File: config.mk
export PLATFORM = sky130hd
export DESIGN_NAME = buzzer_melody_sequencer
export DESIGN_NICKNAME = d
export VERILOG_FILES = /design/src/design/bms_pkg.sv /design/src/design/buzzer_melody_sequencer.sv /design/src/design/bms_ctrl.sv /design/src/design/bms_dp.sv
export SDC_FILE = /design/constraint.sdc
export NUM_CORES = 2
export LEC_CHECK = 0
export BUFFER_PORTS_ARGS = -buffer_cell sky130_fd_sc_hd__buf_4
export CAP_MARGIN = 20
export CORE_ASPECT_RATIO = 1.25
export CORE_MARGIN = 10
export CORE_UTILIZATION = 35
export DETAILED_ROUTE_END_ITERATION = 12
export PLACE_DENSITY = 0.46
export SYNTH_ARGS = -nofsm -noshare
export SYNTH_HDL_FRONTEND = slang
export SYNTH_HIERARCHICAL = 1
export SYNTH_SLANG_ARGS = --single-unit
File: constraint.sdc
create_clock -name clk -period 5.2 [get_ports clk]
set_input_delay 1.3 -clock clk [delete_from_list [all_inputs] [get_ports clk]]
set_output_delay 1.3 -clock clk [all_outputs]
set_load 0.005 [all_outputs]
File: src/design/bms_pkg.sv
`timescale 1ns / 1ps

package bms_pkg;

	// Operation codes carried on the op port.
	typedef enum logic [2:0] {
		OP_TICK  = 3'd0,
		OP_WRITE = 3'd1,
		OP_START = 3'd2,
		OP_STOP  = 3'd3,
		OP_PLAY  = 3'd4
	} op_t;

	// Controller states.
	typedef enum logic [1:0] {
		ST_IDLE,
		ST_EVAL,
		ST_SOUND
	} state_t;

	// Note code that keeps the present PWM values.
	localparam logic [2:0] NOTE_REST = 3'd7;

	// Timer prescale factor folded into the reload formula.
	localparam longint unsigned PRESCALE = 64'd320;

	// Note frequencies C5..B5 in hundredths of a hertz.
	localparam longint unsigned PITCH_CHZ [7] = '{
		64'd52325, 64'd58733, 64'd65925, 64'd69846, 64'd78399, 64'd88000, 64'd98777
	};

	// One stored melody entry.
	typedef struct packed {
		logic [2:0]  code;
		logic [15:0] dur;
	} note_entry_t;

	// Commands from the controller to the datapath.
	typedef struct packed {
		logic accept;
		logic eval;
		logic sound;
	} ctrl_cmd_t;

	// Status from the datapath to the controller.
	typedef struct packed {
		logic playing;
		logic next_note;
	} dp_stat_t;

endpackage

File: src/design/buzzer_melody_sequencer.sv
`timescale 1ns / 1ps
// A word is shown in the cycle after acceptance for write, stop, single note, idle
// tick and unused codes; a start passes through the sound state, and a tick while
// playing through evaluation and, when the next note is due, the sound state (memory
// read, evaluation, and a second read when the next note sounds). Throughput: one word
// per cycle for most operations; a start and a tick while playing hold busy, set by the single read port of the store.
// Reset clears playback state and PWM values; the melody store is not cleared.
// Results are strobed for one cycle by valid and the receiver cannot stall.

module buzzer_melody_sequencer import bms_pkg::*; #(
	parameter int MAX_NOTES      = 64,
	parameter int TIMER_CLOCK_HZ = 84000000
) (
	input  logic        clk,
	input  logic        arst_n,
	input  logic        start,
	output logic        busy,
	input  logic [2:0]  op,
	input  logic [5:0]  entry_index,
	input  logic [2:0]  note_code,
	input  logic [15:0] duration_ms,
	input  logic [6:0]  note_count,
	output logic        valid,
	output logic        playing,
	output logic [15:0] reload_value,
	output logic [15:0] compare_value,
	output logic        timer_enabled,
	output logic        sequence_done
);

	ctrl_cmd_t cmd;
	dp_stat_t  stat;
	logic      dp_done;

	// Sequencing controller.
	bms_ctrl u_ctrl (
		.clk    (clk),
		.arst_n (arst_n),
		.start  (start),
		.op     (op),
		.stat   (stat),
		.cmd    (cmd),
		.busy   (busy),
		.valid  (valid)
	);

	// Melody store, playback counters and PWM registers.
	bms_dp #(
		.MAX_NOTES      (MAX_NOTES),
		.TIMER_CLOCK_HZ (TIMER_CLOCK_HZ)
	) u_dp (
		.clk           (clk),
		.arst_n        (arst_n),
		.cmd           (cmd),
		.op            (op),
		.entry_index   (entry_index),
		.note_code     (note_code),
		.duration_ms   (duration_ms),
		.note_count    (note_count),
		.stat          (stat),
		.playing       (playing),
		.reload_value  (reload_value),
		.compare_value (compare_value),
		.timer_enabled (timer_enabled),
		.done          (dp_done)
	);

	// The done pulse is shown only with the word that carries it.
	assign sequence_done = dp_done & valid;

endmodule

File: src/design/bms_ctrl.sv
`timescale 1ns / 1ps

module bms_ctrl import bms_pkg::*; (
	input  logic       clk,
	input  logic       arst_n,
	input  logic       start,
	input  logic [2:0] op,
	input  dp_stat_t   stat,
	output ctrl_cmd_t  cmd,
	output logic       busy,
	output logic       valid
);

	state_t state_q, state_d;
	logic   valid_q, valid_d;

	// State and strobe registers.
	always_ff @(posedge clk or negedge arst_n) begin
		if (!arst_n) begin
			state_q <= ST_IDLE;
			valid_q <= 1'b0;
		end else begin
			state_q <= state_d;
			valid_q <= valid_d;
		end
	end

	// Next state and datapath commands. A tick while playing needs the stored
	// entry, and a start or a note change needs the new entry's code, so those
	// pass through the evaluation and sound states to use the memory read port.
	always_comb begin
		state_d    = state_q;
		valid_d    = 1'b0;
		cmd.accept = 1'b0;
		cmd.eval   = 1'b0;
		cmd.sound  = 1'b0;
		unique case (state_q)
			ST_IDLE: begin
				if (start) begin
					cmd.accept = 1'b1;
					priority if (op == OP_TICK && stat.playing) begin
						state_d = ST_EVAL;
					end else if (op == OP_START) begin
						state_d = ST_SOUND;
					end else begin
						valid_d = 1'b1;
					end
				end
			end
			ST_EVAL: begin
				cmd.eval = 1'b1;
				if (stat.next_note) begin
					state_d = ST_SOUND;
				end else begin
					state_d = ST_IDLE;
					valid_d = 1'b1;
				end
			end
			ST_SOUND: begin
				cmd.sound = 1'b1;
				state_d   = ST_IDLE;
				valid_d   = 1'b1;
			end
			default: begin
				state_d = ST_IDLE;
			end
		endcase
	end

	assign busy  = (state_q != ST_IDLE);
	assign valid = valid_q;

endmodule

File: src/design/bms_dp.sv
`timescale 1ns / 1ps

module bms_dp import bms_pkg::*; #(
	parameter int MAX_NOTES      = 64,
	parameter int TIMER_CLOCK_HZ = 84000000
) (
	input  logic        clk,
	input  logic        arst_n,
	input  ctrl_cmd_t   cmd,
	input  logic [2:0]  op,
	input  logic [5:0]  entry_index,
	input  logic [2:0]  note_code,
	input  logic [15:0] duration_ms,
	input  logic [6:0]  note_count,
	output dp_stat_t    stat,
	output logic        playing,
	output logic [15:0] reload_value,
	output logic [15:0] compare_value,
	output logic        timer_enabled,
	output logic        done
);

	localparam int IDX_W = $clog2(MAX_NOTES);
	localparam int CNT_W = $clog2(MAX_NOTES + 1);
	localparam int CMP_W = (CNT_W > 7) ? CNT_W : 7;
	localparam longint unsigned TICK_NUM = 64'(TIMER_CLOCK_HZ) * 64'd100;

	// Reload per note code; the last slot belongs to the rest code and is unused.
	localparam logic [15:0] RELOAD_TBL [8] = '{
		16'(TICK_NUM / (PRESCALE * PITCH_CHZ[0]) - 64'd1),
		16'(TICK_NUM / (PRESCALE * PITCH_CHZ[1]) - 64'd1),
		16'(TICK_NUM / (PRESCALE * PITCH_CHZ[2]) - 64'd1),
		16'(TICK_NUM / (PRESCALE * PITCH_CHZ[3]) - 64'd1),
		16'(TICK_NUM / (PRESCALE * PITCH_CHZ[4]) - 64'd1),
		16'(TICK_NUM / (PRESCALE * PITCH_CHZ[5]) - 64'd1),
		16'(TICK_NUM / (PRESCALE * PITCH_CHZ[6]) - 64'd1),
		16'd0
	};

	note_entry_t      mem [MAX_NOTES];
	note_entry_t      rd_q;
	logic [IDX_W-1:0] rd_addr;
	logic [IDX_W-1:0] wr_addr;
	logic             wr_en;

	logic [CNT_W-1:0] idx_q;
	logic [CNT_W-1:0] len_q;
	logic [15:0]      elapsed_q;
	logic             playing_q;
	logic [15:0]      reload_q;
	logic [15:0]      compare_q;
	logic             timer_q;
	logic             done_q;

	logic [15:0]      elapsed_inc;
	logic             reached;
	logic [CNT_W-1:0] idx_inc;
	logic             last;
	logic [CNT_W-1:0] len_sat;
	logic [CMP_W-1:0] count_ext;
	logic [2:0]       snd_code;
	logic             snd_hit;
	logic [15:0]      snd_reload;

	// Tick evaluation against the entry read for the current index.
	assign elapsed_inc = (elapsed_q == 16'hFFFF) ? elapsed_q : elapsed_q + 16'd1;
	assign reached     = (elapsed_inc >= rd_q.dur);
	assign idx_inc     = idx_q + CNT_W'(1);
	assign last        = (idx_inc >= len_q);

	assign stat.playing   = playing_q;
	assign stat.next_note = reached && !last;

	// Saturate the requested length to the store depth.
	assign count_ext = CMP_W'(note_count);
	assign len_sat   = (count_ext > CMP_W'(MAX_NOTES)) ? CNT_W'(MAX_NOTES) : CNT_W'(count_ext);

	// Note to sound: the stored code after a read, or the code on the port.
	assign snd_code   = cmd.sound ? rd_q.code : note_code;
	assign snd_hit    = (snd_code != NOTE_REST);
	assign snd_reload = RELOAD_TBL[snd_code];

	// Memory addressing. Entry 0 is fetched on a start, the following entry
	// during a tick evaluation, and the current entry otherwise.
	assign wr_en   = cmd.accept && (op == OP_WRITE) && (32'(entry_index) < 32'(MAX_NOTES));
	assign wr_addr = IDX_W'(entry_index);

	always_comb begin
		priority if (cmd.eval) begin
			rd_addr = idx_inc[IDX_W-1:0];
		end else if (cmd.accept && op == OP_START) begin
			rd_addr = '0;
		end else begin
			rd_addr = idx_q[IDX_W-1:0];
		end
	end

	// Melody store with a registered read port.
	always_ff @(posedge clk) begin
		if (wr_en) begin
			mem[wr_addr] <= '{code: note_code, dur: duration_ms};
		end
		rd_q <= mem[rd_addr];
	end

	// Playback state and PWM values.
	always_ff @(posedge clk or negedge arst_n) begin
		if (!arst_n) begin
			idx_q     <= '0;
			len_q     <= '0;
			elapsed_q <= '0;
			playing_q <= 1'b0;
			reload_q  <= '0;
			compare_q <= '0;
			timer_q   <= 1'b0;
			done_q    <= 1'b0;
		end else if (cmd.accept) begin
			done_q <= 1'b0;
			unique case (op_t'(op))
				OP_START: begin
					len_q     <= len_sat;
					idx_q     <= '0;
					elapsed_q <= '0;
					playing_q <= 1'b1;
					timer_q   <= 1'b1;
				end
				OP_STOP: begin
					playing_q <= 1'b0;
					compare_q <= '0;
				end
				OP_PLAY: begin
					if (snd_hit) begin
						reload_q  <= snd_reload;
						compare_q <= snd_reload >> 1;
					end
				end
				default: begin
				end
			endcase
		end else if (cmd.eval) begin
			if (reached) begin
				idx_q <= idx_inc;
				if (last) begin
					playing_q <= 1'b0;
					compare_q <= '0;
					done_q    <= 1'b1;
				end else begin
					elapsed_q <= '0;
				end
			end else begin
				elapsed_q <= elapsed_inc;
			end
		end else if (cmd.sound) begin
			if (snd_hit) begin
				reload_q  <= snd_reload;
				compare_q <= snd_reload >> 1;
			end
		end
	end

	assign playing       = playing_q;
	assign reload_value  = reload_q;
	assign compare_value = compare_q;
	assign timer_enabled = timer_q;
	assign done          = done_q;

endmodule

# --- Word-level counts from Yosys, hierarchy flattened ---
# Memories as Yosys holds them, arrays and structs flattened. A register that Yosys moved wholly into a read port is not among the register bits.
# Index checks and enable logic that the tools add are counted.
totals:
  register_bits: 68
  mem_bits_rw: 1216
  mem_bits_ro: 128
  input_bits: 38
  output_inout_bits: 37
  wordCells: 112
  n_memories: 2
op_classes:
  addsub: 2
  order_cmp: 4
  eq_ne: 18
  n_mux: 53
  bitwise_logic: 2
  n_reduce_logical: 21
memory_table:
  columns: ["name", "words", "width", "read_ports", "rd_ports_with_merged_regs", "wr", "line_no", "text"]
  rows:
  - ["u_dp.mem", 64, 19, 1, 1, 1, "bms_dp.sv:40", "note_entry_t mem [MAX_NOTES];"]
  - ["(name not given)", 8, 16, 1, 0, 0, "bms_dp.sv:81", "assign snd_reload = RELOAD_TBL[snd_code];"]
ops:
  columns: ["cell", "n"]
  rows:
  - ["two-way mux 16 bit", 19]
  - ["two-way mux 7 bit", 5]
  - ["one-hot mux 16 bit (2 select lines)", 1]
  - ["two-way mux 1 bit", 18]
  - ["adder 16 x 1 -> 16 bit, second input constant", 1]
  - ["equality test 16 bit, second input constant", 1]
  - [">= comparator 16 bit", 1]
  - ["two-way mux 6 bit", 2]
  - ["AND reduction 3 bit", 4]
  - ["nonzero test 2 bit", 5]
  - ["inequality test 3 x 1 -> 1 bit, second input constant", 3]
  - ["inequality test 3 bit, second input constant", 3]
  - ["two-way mux 2 bit", 4]
  - ["AND reduction 4 bit", 2]
  - ["adder 7 x 1 -> 7 bit, second input constant", 1]
  - [">= comparator 7 bit", 1]
  - ["> comparator 7 bit, second input constant", 1]
  - ["equality test 3 x 2 -> 1 bit, second input constant", 2]
  - ["inequality test 2 bit, second input constant", 3]
  - [">= comparator 4 bit, second input constant", 1]
  - ["logical AND 1 bit", 4]
  - ["NOT 3 -> 4 bit", 1]
  - ["one-hot mux 2 bit (2 select lines)", 1]
  - ["AND reduction 2 bit", 2]
  - ["14 further kinds", 14]

# --- Logic depth before layout (Yosys ltp) ---
depth:
  ltp_word: 11
  mapped_depth: 18
  mapped_depth_nobuf: 15

# --- Cells and area by module ---
# The synthesis kept the hierarchy.
by_module_without_submodules:
  columns: ["mod", "n_inst", "cells_per_inst", "area_each_um2", "seq_area_each_um2"]
  rows:
  - ["bms_dp", 1, 3664, 52201.3, 38346.8]
  - ["bms_ctrl", 1, 15, 161.4, 75.1]
  - ["buzzer_melody_sequencer", 1, 1, 6.3, 0.0]

# --- Least setup slack after synthesis ---
# OpenSTA, ideal clock, no wires.
synth_timing:
  path_type: "reg-to-reg"
  startpoint: "register u_dp.elapsed_q[4]"
  endpoint: "register u_dp.elapsed_q[13]"
  setup_ns: 0.125
  arrival_ns: 3.733
  required_ns: 5.075
  path_slack_ns: 1.342
  stages_incl_launch_ff: 15
  synth_period_minus_slack_ns: 3.858
  path_cell_list: "dfrtp_1 -> buf_2 -> nand4_1 -> nor4_1 -> nand2_1 -> nor4_1 -> mux2_2 -> ha_1 -> a21oi_1 -> o21ai_1 -> a2111oi_2 -> o311a_1 -> nor3_1 -> o21ai_2 -> mux2_2"
synth_between:
  elab_chain_cells: 6
synth_rtl:
  columns: ["element", "line_no", "text"]
  rows:
  - ["start, declared", "bms_dp.sv:48", "logic [15:0] elapsed_q;"]
  - ["start signal, assigned", "bms_dp.sv:151", "elapsed_q <= elapsed_inc;"]
  - ["adder 16 x 1 -> 16 bit or equality test 16 bit (tied branches)", "bms_dp.sv:66", "assign elapsed_inc = (elapsed_q == 16'hFFFF) ? elapsed_q : elapsed_q + 16'd1;"]
  - ["two-way mux 16 bit *", "bms_dp.sv:66", null]
  - [">= comparator 16 bit", "bms_dp.sv:67", "assign reached = (elapsed_inc >= rd_q.dur);"]
  - ["two-way mux 16 bit", "bms_dp.sv:141", "if (reached) begin"]
  - ["two-way mux 16 bit", "bms_dp.sv:140", "end else if (cmd.eval) begin"]
  - ["two-way mux 16 bit", "bms_dp.sv:117", "end else if (cmd.accept) begin"]
# Every way passes the cells marked *; elsewhere a longest branch is shown, timed or not. The select of a mux whose other input is x is not followed.
# A chain may end at the register's enable or synchronous reset.

# --- Worst setup path after layout ---
layout_timing:
  startpoint: "register u_dp.elapsed_q[3]"
  endpoint: "register u_dp.elapsed_q[8]"
# The elaborated chain is that of the path after synthesis.

==> qor.csv <==
stage,metric,value,unit
run_status,outcome,completed,
worst_setup_path,Setup crit start kind,flop,
die,DIE AREA,0.1656,mm^2
sta,Worst Max-Slew Pin Slew,994.1,ps
clock_network,Clock Latency Late Sink,770,ps
route,vias per std cell,5.343,
worst_setup_path,Worst path max stage delay,590,ps
synth,main flop type after synthesis,edfxtp_1,
grt,largest net degree at the start of global routing,152,
die,Die Y-Extent,452.5,um
synth,top-count cell post-synth,edfxtp_1,
route,DRT Pass-1 Iters,9,
synth,post-synthesis sequential area ratio,0.7337,
worst_setup_path,"Req. time, crit path",5860,ps
finish,final layout net count,3890,
sta,Fmax,0.2212,GHz
clock_network,clk buf depth,3,
grt,vias in the first global route,31402,
sta,Pins Over Slew Limit,0,
die,Chip Width,366.0,um
sta,Setup-failing EPs final,0,
clock_network,hold-fix buffer count after cts,0,
worst_setup_path,Critical Path Sink Type,flop,
worst_setup_path,Crit Path Class,reg2reg,
placed_design,global placer's final weighted congestion,0.7835,
worst_setup_path,worst-path fanout max,15,
clock_network,"Setup Fix Bufs, Post-CTS",0,
synth,Mapped Avg Cell Area,14.23,um^2
finish,layout cells sized above 1,0.1406,
clock_network,post_cts resized,0,
sta,RSZ-0062 raised after global routing,no,
die,Initial Util,0.3527,
grt,first-pass GRT wire length,226700,um
sta,Final period util,0.8693,
route,Avg WL per Cell,26.28,um
route,Post-route DRC,0,
job,maxcap violations,0,
route,First DRT Iteration DRCs,2565,
power,maximum VDD drop,284.3,uV
placed_design,Buffers on Ports,67,
synth,Synth warnings,6,
synth,"top cells by area, synth","edfxtp_1, nand2_1, mux2i_1",
power,pwr/cell area,443.5,mW/mm^2
finish,post-layout util,0.4056,
clock_network,"Reg clk slew, reported paths",60,ps
route,Routed Antenna Nets,0,
grt,grt ovf,0,
sta,clk_skew,30.46,ps
synth,post-synthesis async set-or-reset flop share,0.04707,
finish,Area Growth Syn to Fin,14.99,%
route,vias,31744,
clock_network,H-tree depth,4,
sta,fin crit period,4520,ps
die,core area,0.1485,mm^2
clock_network,root buffer cell,clkbuf_16,
synth,Netlist cell types,87,
worst_setup_path,Worst Path Arrival,5180,ps
synth,Yosys top cell area share,0.6973,
grt,GRT Util Overall,0.1846,
clock_network,TritonCTS clock tree,built,
grt,initial antenna violation count,5,
synth,"FF+latch count, synth",1296,
synth,Mapped Area,0.05237,mm^2
synth,Cells after Synth,3680,
clock_network,TritonCTS buffer count,137,
synth,Commonest cells post-synth,"edfxtp_1, nand2_1, a21oi_1, mux2i_1, a221oi_1",
sta,sum of negative setup slack,0,ps
power,Leakage,20.04,nW
die,Top Ports,75,
clock_network,Sink Count,1296,
route,Routed WL,156100,um
synth,post-synth top area cell,edfxtp_1,
synth,"EDFF count, synth",1216,
worst_hold_path,Hold Crit Class,reg2reg,
worst_setup_path,Worst path slowest cell,o21a_1,
placed_design,Detailed Place HPWL,91390,um
sta,max_slew headroom,0.3311,
die,Core Rows,158,
sta,Fin. Hold Viols,0,
worst_setup_path,crit path cell chain,nand4_1 > nor4_1 > nand2_1 > nor4_1 > mux2_2 > ha_1 > a21oi_1 > o21ai_1 > a2111oi_2 > o311a_1 > o21a_1 > nand4_1 > o221ai_1,
[stage by stage]
| step | setup WS (ps) | power, mW | hold WS [ps] | instances | area (um^2) |
|---|---|---|---|---|---|
| 6_report | 679.6 | 26.71 | 479.0 | 5941 | 60220 |
| 4_1_cts | 737.8 | 27.05 | 481.8 | 5934 | 60200 |
| 3_5_place_dp | 143.0 | 17.70 | 467.9 | 5683 | 56000 |
| 2_1_floorplan | 1342 | 15.25 | 446.1 | 3686 | 52390 |
| 3_3_place_gp | 163.2 | 17.70 | 472.2 | 5683 | 56000 |
| 5_1_grt | 461.0 | 27.83 | 498.5 | 5934 | 60200 |
[power by group]
| part | total [mW] | switching (mW) | internal [mW] | leakage (nW) |
|---|---|---|---|---|
| Clock | 9.29 | 4.05 | 5.24 | 2.06 |
| Combinational | 5.61 | 3.78 | 1.83 | 6.16 |
| Sequential | 11.8 | 0.209 | 11.6 | 11.8 |
| Total | 26.7 | 8.04 | 18.7 | 20.0 |
[cell families after synthesis]
group                      synth area share
xor gates and xnor gates           0.002963
other                            0.00007161
muxes                               0.03493
DFF                                  0.7337
adders and majority gates          0.007168
and+or+nand+nor                     0.09614
buffers and inverters               0.02920
AOI/OAI and AO/OA                   0.09585
[worst max-delay path: cells and delay by family (launching register included)]
kind / cells / cell delay, ps
simple gates: 5 / 1380
flops: 1 / 470
fa+ha+maj: 1 / 310
compound gates: 6 / 1850
mux: 1 / 410
[state kept, by name (all words and copies together) (netlist names)]
name / flops
u_dp/mem: 1216
u_dp/rd_q: 19
u_dp/compare_value: 16
u_dp/elapsed_q: 16
u_dp/reload_value: 9
u_dp/idx_q: 7
u_dp/len_q: 7
u_ctrl/state_q: 2
u_ctrl/valid: 1
u_dp/done: 1
u_dp/playing: 1
u_dp/timer_enabled: 1
[final cells by class]
class	count	area (um^2)
Fill cell	13766	88250
Tap cell	2000	2502
Timing Repair Buffer	248	2212
Clock buffer	185	3766
Multi-Input combinational cell	2082	12650
Antenna cell	7	17.52
Clock inverter	66	436.7
Inverter	57	214.0
Sequential cell	1296	38420
[placed cells by master, fill, tap and decap left out, types with 19 or more instances in the layout]
cell       count
a211o_1       19
clkinv_2      23
nor2_1        36
nand2_1      719
a21oi_1      255
clkinv_1      26
a221oi_1     168
a31oi_1       39
buf_12        28
nand4_1       56
clkbuf_16    143
nor2b_1       19
ha_1          30
nand3_1      139
nor2_2        64
nor3_1        31
buf_4        220
o41a_1        19
clkbuf_1      39
dfxtp_1       19
edfxtp_1    1216
inv_1         57
dfrtp_1       61
o21ai_0       30
mux2i_1      176
nor4_1        20
a32oi_1       52
[path summary, 6_finish.rpt]
check,cells after the start,startpoint,slack [ps],to
hold reg to reg,1,u_dp/done,480,u_dp/done
hold / removal,1,u_dp/done,480,u_dp/done
min in group asynchronous,1,arst_n,610,u_dp/reload_value[5]
setup reg to reg,13,u_dp/elapsed_q[3],680,u_dp/elapsed_q[8]
setup / recovery,13,u_dp/elapsed_q[3],680,u_dp/elapsed_q[8]
max in group asynchronous,1,arst_n,4030,u_dp/elapsed_q[11]
[layer usage]
layer  part of all wire  global-route usage
met2               0.49              0.3113
met1               0.43              0.2427
met3              0.046             0.03108
met5            0.00031                   0
met4              0.027             0.05601
(Power assumes the default switching activity.)
